$ cat src/sv/tts_ram.sv
// Generic single-port RAM with registered read data.
// No dependencies.
module tts_ram #(
    parameter int WIDTH = 32,
    parameter int DEPTH = 64
) (
    input  logic                     aclk,
    input  logic                     we,
    input  logic [$clog2(DEPTH)-1:0] addr,
    input  logic [WIDTH-1:0]         wdata,
    output logic [WIDTH-1:0]         rdata
);

    logic [WIDTH-1:0] mem [DEPTH];

    // Read before write: the registered read returns the old word.
    always_ff @(posedge aclk) begin
        if (we) begin
            mem[addr] <= wdata;
        end
        rdata <= mem[addr];
    end

endmodule

$ cat config.mk
export PLATFORM = sky130hd
export DESIGN_NAME = tts_ram
export DESIGN_NICKNAME = d
export VERILOG_FILES = /design/src/sv/tts_ram.sv
export SDC_FILE = /design/constraint.sdc
export NUM_CORES = 2
export LEC_CHECK = 0
export ABC_CLOCK_PERIOD_IN_PS = 5000
export BUFFER_PORTS_ARGS = -buffer_cell sky130_fd_sc_hd__buf_2
export CAP_MARGIN = 20
export CORE_MARGIN = 5
export CORE_UTILIZATION = 55
export DETAILED_ROUTE_END_ITERATION = 10
export PLACE_DENSITY = 0.72
export SYNTH_ARGS = -nofsm -noshare
export SYNTH_HDL_FRONTEND = slang
export SYNTH_SLANG_ARGS = --single-unit
$ cat constraint.sdc
create_clock -name aclk -period 5 [get_ports aclk]
set_clock_uncertainty 0.1 [all_clocks]
set_input_delay 0.25 -clock aclk [delete_from_list [all_inputs] [get_ports aclk]]
set_output_delay 0.25 -clock aclk [all_outputs]
set_load 0.03 [all_outputs]
==> flow_summary_export.csv <==
group,metric,value,unit
clock_network,cts_tree,"built",
yosys,synth_fa_ha_area_frac,0,
worst_setup_path,cp_max_fo,62,
cells_and_area,nets,4463,
global_routing,grt_pass1_wl,292000,um
global_routing,grtUsageMet1,0.374,
worst_setup_path,startpoint,"addr[0]",
yosys,synth_area_per_cell,18.6,sq um
hold_path,hp-start,"wdata[26]",
drt,wl_per_cell,30.8,um
place,hpwl,115000,um
hold_path,min_path_type,"in2reg",
drt,drt-initial-drc-count,6054,
yosys,synth_top_family_by_area,"compound AO/OA/AOI/OAI gates",
clock_network,clkTransAtPathRegs,0.06,ns
sta,fin_ws,1.81,ns
yosys,synth-seq-cells,2080,
global_routing,use_met2,0.407,
sta,post-route-period-util,0.638,
worst_setup_path,critPathLaunchType,"primary input",
cells_and_area,area_growth,13.0,%
yosys,syn_nets,4279,
global_routing,antenna_found_initial,14,
yosys,yosys.area_share.simple,0.0281,
clock_network,clock_path_buffers,3,
floorplanning,io_pins,72,
worst_setup_path,crit_type,"in2reg",
clock_network,cts-root-buf,"clkbuf_16",
cells_and_area,drive_gt1_frac,0.187,
yosys,syn_area,0.0789,sq mm
sta,worst_hold_slack,0.00691,ns
yosys,synth-edff-count,2048,
yosys,synth_xor_area_frac,0,
place,dpl.cell_count,6102,
pwr,power.leakage,28.7,nW
hold_path,hold_path_end,"mem[48][26]",
yosys,ys_seq_area_frac,0.787,
worst_setup_path,cp_cell_sequence,"buf_8, nor2_4, buf_4, nand3_1, nor2_4, buf_4",
floorplanning,start_util,0.551,
global_routing,grt-ovfl-total,0,
place,gp_congestion,0.854,
place,pre_cts_ws,1.07,ns
global_routing,grt_max_degree,92,
yosys,synth_mux_area_frac,0.0812,
global_routing,track_usage,0.262,
worst_setup_path,cp_slowest_cell,"nor2_4",
cells_and_area,postLayoutCellArea,0.0892,sq mm
drt,drt-total-wl,200000,um
clock_network,clk_latency,0.83,ns
drt,drc_errors,0,
worst_setup_path,required,5.39,ns
sta,maxSlewHeadroom,0.226,
yosys,yosysWarnings,0,
sta,finalSetupViolCount,0,
yosys,ys_types,56,
floorplanning,rows,139,
yosys,ys.flop_type,"edfxtp_1",
sta,hold_violations,0,
floorplanning,die_h,389,um
worst_setup_path,crit_path_max_incr_delay,0.88,ns
sta,tightest_slew,1.16,ns
pwr,powerDensity,399,mW/mm^2
yosys,async_flop_share,0,
sta,rsz0062_at_grt,"no",
floorplanning,die-width,389,um
cells_and_area,final_common_cell,"edfxtp_1",
sta,slew_violations,0,
worst_setup_path,reg2reg_to,"rdata[11]",
sta,finalCriticalPeriod,3.19,ns
worst_setup_path,reg2reg_slack,2.09,ns
drt,ant_nets,0,
worst_setup_path,crit_arrival,3.58,ns
cells_and_area,final_cell_mix,"edfxtp_1, mux2i_1, clkbuf_16, a22oi_1, a221oi_1",
drt,via_per_inst,6.60,
clock_network,h-tree-depth,4,
yosys,synth_cells,4239,
global_routing,first_global_vias,42395,
clock_network,cts_resized,0,
yosys,synth-compound-area-share,0.0866,
pwr,irDropWorstVdd,0.359,mV
clock_network,holdBufCountCts,13,
clock_network,post_cts_buffers,0,
place,post_dp_cell_area,0.0827,sq mm
global_routing,grt_use_met3,0.0492,
worst_setup_path,r2r_cells,5,
global_routing,busiest_layer,"met2",
worst_setup_path,crit-reg2reg-launch,"mem[16][11]",
drt,vias,42877,
sta,setup_tns,0,ns
hold_path,holdPathStages,2,
place,io_buffers,71,
drt,drt_first_pass_iters,9,
clock_network,cts.sinks,2080,
floorplanning,placeableCoreArea,0.143,sq mm
floorplanning,die-area,0.151,sq mm
cells_and_area,instances_no_fill,6494,
outcome,status,"complete, no violations",
clock_network,tritoncts.num_buffers,196,
flow_run,maxCapViolCount,0,
sta,fmax,314,MHz
worst_setup_path,endpoint_kind,"flip-flop",
## cell families after synthesis
kind of cell           Yosys count
and+or+nand+nor                424
AOI/OAI and AO/OA              933
muxes                          502
buffers and inverters          300
DFF                           2080
## synthesized netlist by cell type (16+ instances only)
cell,count,area (sq um)
buf_1,33,124
edfxtp_1,2048,61500
buf_2,83,415
a22o_1,66,578
o21ai_0,84,420
a211oi_1,17,128
a22oi_1,188,1410
a21oi_1,121,606
mux2_2,147,1660
dfxtp_1,32,641
o22a_1,70,613
and3_1,85,532
mux2i_1,259,2590
clkbuf_1,168,631
a221oi_1,175,1530
nand2_1,28,105
nand3_1,54,270
mux4_2,96,2160
nor3_1,22,110
o22ai_1,93,582
a222oi_1,16,160
nor2_1,145,544
nand2b_1,18,113
a31oi_1,43,269
## critical path, delay by kind of cell
kind                   cells  cell delay, ns
buffers and inverters      3            0.98
AND/OR/NAND/NOR            3            2.19
## final cells by class
cell class | count | area (sq um)
Inverter | 2 | 15.0
Multi-Input combinational cell | 1859 | 16000
Timing Repair Buffer | 284 | 2410
Sequential cell | 2080 | 62100
Clock inverter | 94 | 886
Tap cell | 1903 | 2380
Fill cell | 9750 | 54000
Antenna cell | 9 | 22.5
Clock buffer | 263 | 5270
## routing by layer
layer	vias up	share of wire	wire length, um
li1	18016	-	-
met1	21881	0.39	77000
met2	2546	0.47	94500
met3	430	0.10	20200
met4	4	0.042	8360
met5	-	0.00010	21
## flip-flops by register name, indices dropped and copies added, names as in the netlist
name,count
rdata,32
mem,2048
## power by group
part           leakage, nW  switching [mW]  internal (mW)
sequential            18.7          0.0867           19.3
combinational         7.03            1.31          0.587
clock                 3.00            6.30           8.02
## per-stage QoR
stage          total power [mW]   util
2_1_floorplan              20.7      -
3_3_place_gp               21.6  0.577
3_5_place_dp               21.6  0.577
4_1_cts                    35.7  0.621
5_1_grt                    36.6  0.623
6_report                   35.6  0.623
## worst max-delay path by stage
stage / end / slack, ns / cells past startpoint
floorplan: mem[15][0] / 1.41 / 8
CTS: mem[36][17] / 1.94 / 6
global placement: mem[36][5] / 1.09 / 6
global route: rdata[6] / 1.70 / 9
finish: mem[36][7] / 1.81 / 6
detailed placement: mem[36][23] / 1.07 / 6
Note: power is estimated with default switching activity, not from simulation.
