==> src/sv/tts_pkg.sv <==
// Package for the tridiagonal Thomas solver core: payload types, sizes, states.
// No dependencies.
package tts_pkg;

    localparam int MAX_ROWS = 64;
    localparam int ADDR_W   = $clog2(MAX_ROWS);
    localparam int CNT_W    = $clog2(MAX_ROWS + 1);

    typedef struct packed {
        logic signed [31:0] lower_coef;
        logic signed [31:0] diag_coef;
        logic signed [31:0] upper_coef;
        logic signed [31:0] rhs_value;
        logic               last_row;
    } tts_in_t;

    typedef struct packed {
        logic signed [31:0] x_value;
        logic [5:0]         row_index;
        logic               is_last;
        logic               zero_pivot;
    } tts_out_t;

    typedef enum logic [3:0] {
        ST_IDLE,
        ST_FRD,     // forward: read previous row
        ST_FDIV,    // forward: m = lower / d'
        ST_FMUL1,   // forward: m*c and m*b'
        ST_FWR,     // forward: write row
        ST_BRD,     // backward: read row i
        ST_BWAIT,
        ST_BMUL,    // backward: start (b' - c*x) / d'
        ST_BDIV,    // backward: x = (b' - c*x) / d'
        ST_BOUT     // backward: present result
    } tts_state_t;

    function automatic logic signed [31:0] sat32(input logic signed [65:0] v);
        if (v > 66'sd2147483647)       return 32'sh7fffffff;
        else if (v < -66'sd2147483648) return 32'sh80000000;
        else                           return v[31:0];
    endfunction

    // Q16.16 product, truncated toward zero, saturated.
    function automatic logic signed [31:0] q_mul(input logic signed [31:0] a,
                                                 input logic signed [31:0] b);
        logic signed [63:0] p;
        logic signed [65:0] q;
        p = a * b;
        q = 66'(p);
        if (p < 0) q = q + 66'sd65535;
        q = q >>> 16;
        return sat32(q);
    endfunction

    function automatic logic signed [31:0] q_sub(input logic signed [31:0] a,
                                                 input logic signed [31:0] b);
        return sat32(66'(a) - 66'(b));
    endfunction

endpackage

==> src/sv/tts_div.sv <==
// Iterative Q16.16 divider: (a*65536)/b truncated toward zero, saturated.
// Uses tts_pkg; one quotient bit per cycle over 48 bits.
module tts_div
    import tts_pkg::*;
(
    input  logic               aclk,
    input  logic               aresetn,
    input  logic               start,
    input  logic signed [31:0] num,
    input  logic signed [31:0] den,
    output logic               done,
    output logic signed [31:0] quot,
    output logic               div_zero
);

    logic [47:0] dvd_reg;
    logic [47:0] q_reg;
    logic [32:0] rem_reg;
    logic [31:0] dsr_reg;
    logic        neg_reg;
    logic        zero_reg;
    logic        busy_reg;
    logic [5:0]  cnt_reg;
    logic        done_reg;
    logic [32:0] trial;
    logic [47:0] mag_na;
    logic signed [65:0] sq;

    assign trial = {rem_reg[31:0], dvd_reg[47]} - {1'b0, dsr_reg};

    always_comb begin
        mag_na = num[31] ? 48'(-{num[31], num}) << 16 : 48'({1'b0, num}) << 16;
    end

    // Restoring division, one bit per cycle.
    always_ff @(posedge aclk) begin
        if (!aresetn) begin
            busy_reg <= 1'b0;
            done_reg <= 1'b0;
        end else begin
            done_reg <= 1'b0;
            if (start) begin
                dvd_reg  <= mag_na;
                dsr_reg  <= den[31] ? 32'(-{den[31], den}) : den;
                neg_reg  <= num[31] ^ den[31];
                zero_reg <= (den == 32'sd0);
                rem_reg  <= '0;
                q_reg    <= '0;
                cnt_reg  <= 6'd48;
                busy_reg <= 1'b1;
            end else if (busy_reg) begin
                dvd_reg <= dvd_reg << 1;
                if (!trial[32]) begin
                    rem_reg <= trial;
                    q_reg   <= {q_reg[46:0], 1'b1};
                end else begin
                    rem_reg <= {rem_reg[31:0], dvd_reg[47]};
                    q_reg   <= {q_reg[46:0], 1'b0};
                end
                cnt_reg <= cnt_reg - 6'd1;
                if (cnt_reg == 6'd1) begin
                    busy_reg <= 1'b0;
                    done_reg <= 1'b1;
                end
            end
        end
    end

    assign sq       = neg_reg ? -66'($unsigned(q_reg)) : 66'($unsigned(q_reg));
    assign done     = done_reg;
    assign div_zero = zero_reg;
    assign quot     = zero_reg ? 32'sd0 : sat32(sq);

endmodule

==> config.mk <==
export PLATFORM = sky130hd
export DESIGN_NAME = tts_div
export DESIGN_NICKNAME = d
export VERILOG_FILES = /design/src/sv/tts_pkg.sv /design/src/sv/tts_div.sv
export SDC_FILE = /design/constraint.sdc
export NUM_CORES = 1
export LEC_CHECK = 0
export BUFFER_PORTS_ARGS = -buffer_cell sky130_fd_sc_hd__buf_2
export CORE_UTILIZATION = 51
export CTS_CLUSTER_DIAMETER = 30
export DETAILED_ROUTE_END_ITERATION = 8
export PLACE_DENSITY = 0.69
export SYNTH_ARGS = -nofsm -noshare
export SYNTH_HDL_FRONTEND = slang
export SYNTH_SLANG_ARGS = --single-unit
==> constraint.sdc <==
create_clock -name aclk -period 11.2 [get_ports aclk]
set_input_delay 0.56 -clock aclk [delete_from_list [all_inputs] [get_ports aclk]]
set_output_delay 0.56 -clock aclk [all_outputs]
set_load 0.02 [all_outputs]
==> metrics.md <==
| Metric | Value |
|---|---|
| Crit-path leading delay family | `simple AND/OR/NAND/NOR gates` |
| Post-CTS sizing | `0` |
| Max incr delay on CP | `0.75 ns` |
| Status | `finished, final reports clean` |
| Leakage | `4.54 nW` |
| Die ar. | `21,300 um2` |
| Synthesized area | `10,600 um2` |
| Postcts setup bufs | `0` |
| Yosys cell types | `68` |
| #FFs+latches synth | `154` |
| Worst Path Buf+Inv | `1` |
| Async set-or-reset flop fraction in the synthesized netlist | `0%` |
| Inserted Diodes | `0` |
| Initial Util | `52.1%` |
| Clock Skews | `0.00884 ns` |
| GRT Total Usage | `21.4%` |
| Slew Viols, Final | `0` |
| Dominant synthesized flop cell | `edfxtp_1` |
| HPWL after DPL | `15,700 um` |
| CP arrival | `4.38 ns` |
| Worst-path clk slew | `0.06 ns` |
| Site Rows | `52` |
| Finished Cell Area | `11,800 um2` |
| Synthesized net count | `1,171` |
| WL/cell | `15.5 um` |
| Initial antenna violation count | `0` |
| R2r worst-path depth | `12` |
| Max Buffers Root-to-Sink | `2` |
| Reg-to-Reg End | `rem_reg[1]$_SDFFCE_PP0P_` |
| GRT Residual Overflow | `0` |
| Reg2reg setup slack | `6.79 ns` |
| Port Buffers | `100` |
| Critical setup path kind | `reg2out` |
| CP max stage cell | `a41o_2` |
| CTS buffer count | `17` |
| Dpl cells | `1,391` |
| PwrDens | `146 nW/um2` |
| Clock Tree Root | `clkbuf_16` |
| Peak supply drop | `105 uV` |
| Hold crit path type | `in2reg` |
| Worst Hold Depth | `1` |
| Height of the die | `146 um` |
| Fin crit share | `44.1%` |
| Synth Instances | `1,066` |
| Final hold vios | `0` |
| Share of layout cells above drive strength 1 | `16.5%` |
| CP Capture Type | `output port` |
| Fin nets | `1,245` |
| Antenna Nets Post-Route | `0` |
| Final setup TNS | `0 ns` |
| Min-delay src | `den[0]` |
| Core Region | `20,300 um2` |
| DR DRC count | `0` |
| FMAX | `202 MHz` |
| Non-filler cells, final | `1,422` |
| First-pass GRT wire length | `37,200 um` |
| Minimum clock period | `4.94 ns` |
| RSZ-0062 raised after global routing | `false` |
| Clk sink count | `154` |
| Detailed-router iteration count before antenna repair | `5` |
| H-tree Lvls | `4` |
| Starting DRT DRC Count | `508` |
| Reg-to-reg critical path startpoint | `dvd_reg[47]$_DFFE_PP_` |
| Max-cap violations | `0` |
| IO Count | `101` |
| Final setup fails | `0` |
| Post-DP Area | `11,200 um2` |
| Sequential area share after synthesis | `43.5%` |
| Largest register FFs | `48` |
| Cts hold-fix bufs | `0` |
| Die width | `146 um` |
| Slew margin rel. | `28.8%` |
| Yosys warnings | `0` |
| Syn_area_per_cell | `9.93 um2` |
| Clock Latency Late Sink | `0.42 ns` |
| Crit path launch | `q_reg[37]$_SDFFCE_PP0P_` |
| Post-synth EDFFs | `152` |
| Detail-routed via count per cell | `5.69` |
| Via Count | `8,089` |
| Worst-path cell chain | `or4_4 > or4_4 > or4_4 > o21a_1 > nor3_2 > a31oi_1 > nor4_1 > a41o_2 > o21ai_1 > buf_2` |
| CP startpoint kind | `flop` |
| Req. time, crit path | `10.64 ns` |
| Gpl congestion | `0.873` |
| Worst-margin pin slew | `1.07 ns` |
| Tot Pwr | `1.72 mW` |
| DRT Wirelength | `22,000 um` |
| CP most frequent cell | `or4_4` |
| Number of global-route vias before repair | `7,662` |
| Area Growth Syn to Fin | `11.6%` |
| CTS tree | `done` |
| Worst-path fanout max | `31` |
| Largest net degree at the start of global routing | `80` |
| WHS Endpoint | `dsr_reg[0]$_DFFE_PP_` |
==> per-stage QoR <==
step	util [%]	hold WS (ns)	setup WS, ns
floorplan	-	0.415	6.96
global placement	55.3	0.436	6.85
detailed placement	55.3	0.439	6.76
CTS	58.2	0.374	6.27
global route	58.2	0.382	6.03
finish	58.2	0.385	6.26
==> Yosys cell counts, types with 5 or more instances <==
master	instances	area (um2)
or3_1	18	113
or4_1	15	113
a21o_1	11	82.6
inv_1	55	206
mux2i_1	24	240
a21oi_1	71	355
nand2b_1	11	68.8
edfxtp_1	152	4560
o21ai_0	53	265
o21ai_2	30	263
xnor2_1	50	438
buf_2	5	25.0
nor2b_1	51	319
and2_1	5	31.3
a31oi_1	6	37.5
o31ai_1	32	240
nor3_1	22	110
o21bai_1	5	37.5
o41ai_1	17	149
ha_1	37	463
nor2_1	99	372
a211oi_1	9	67.6
nand3_1	16	80.1
or2_2	7	43.8
or4_4	5	56.3
o21a_1	11	82.6
xor2_1	67	587
clkbuf_1	36	135
nand2_1	49	184
nand4_1	19	119
and3_1	6	37.5
==> metal layers <==
metal / track usage, % / up-vias / wire, um
met5: 0 / - / 0
met4: 7.08 / 0 / 340
met3: 3.19 / 18 / 876
met2: 34.7 / 175 / 10200
met1: 29.5 / 3797 / 10600
li1: - / 4099 / -
==> placed cells by master (no fill, tap or decap), types with 18 or more instances in the layout <==
master / count
mux2i_1: 24
nand4_1: 19
nor2_1: 99
o31ai_1: 32
nand2_1: 49
or3_1: 18
edfxtp_1: 152
a21oi_1: 71
buf_2: 99
xnor2_1: 50
nor2b_1: 51
o21ai_0: 53
xor2_1: 67
ha_1: 37
inv_1: 55
o21ai_2: 30
nor3_1: 22
==> cell families after synthesis <==
logic type	synth area share [%]
adders and majority gates	4.56
buffers and inverters	4.32
DFF	43.5
AOI/OAI and AO/OA	17.9
xor gates and xnor gates	9.68
muxes	2.59
and+or+nand+nor	17.4
==> worst max-delay path by stage <==
| stage | to | cells past startpoint |
|---|---|---|
| after detailed placement | quot[0] | 10 |
| final | quot[0] | 10 |
| after CTS | quot[0] | 10 |
| after global placement | quot[0] | 10 |
| after floorplan | cnt_reg[0]$_SDFFCE_PP0P_ | 3 |
| after global routing | quot[0] | 10 |
==> final cells by class <==
cell class	count	area, um2
inverters	55	206
repair buffers	104	533
well taps	270	338
multi-input cells	808	5530
clock inverters	12	150
fillers	1800	8490
clock buffers	19	443
flip-flops and latches	154	4600
==> where the power goes <==
group          total, mW  leakage [nW]  switching (mW)  internal, mW
Sequential         0.726          1.47          0.0306         0.695
Clock              0.586         0.285           0.231         0.354
Combinational      0.409          2.79           0.242         0.168
Power figures use the tool's default switching activity.
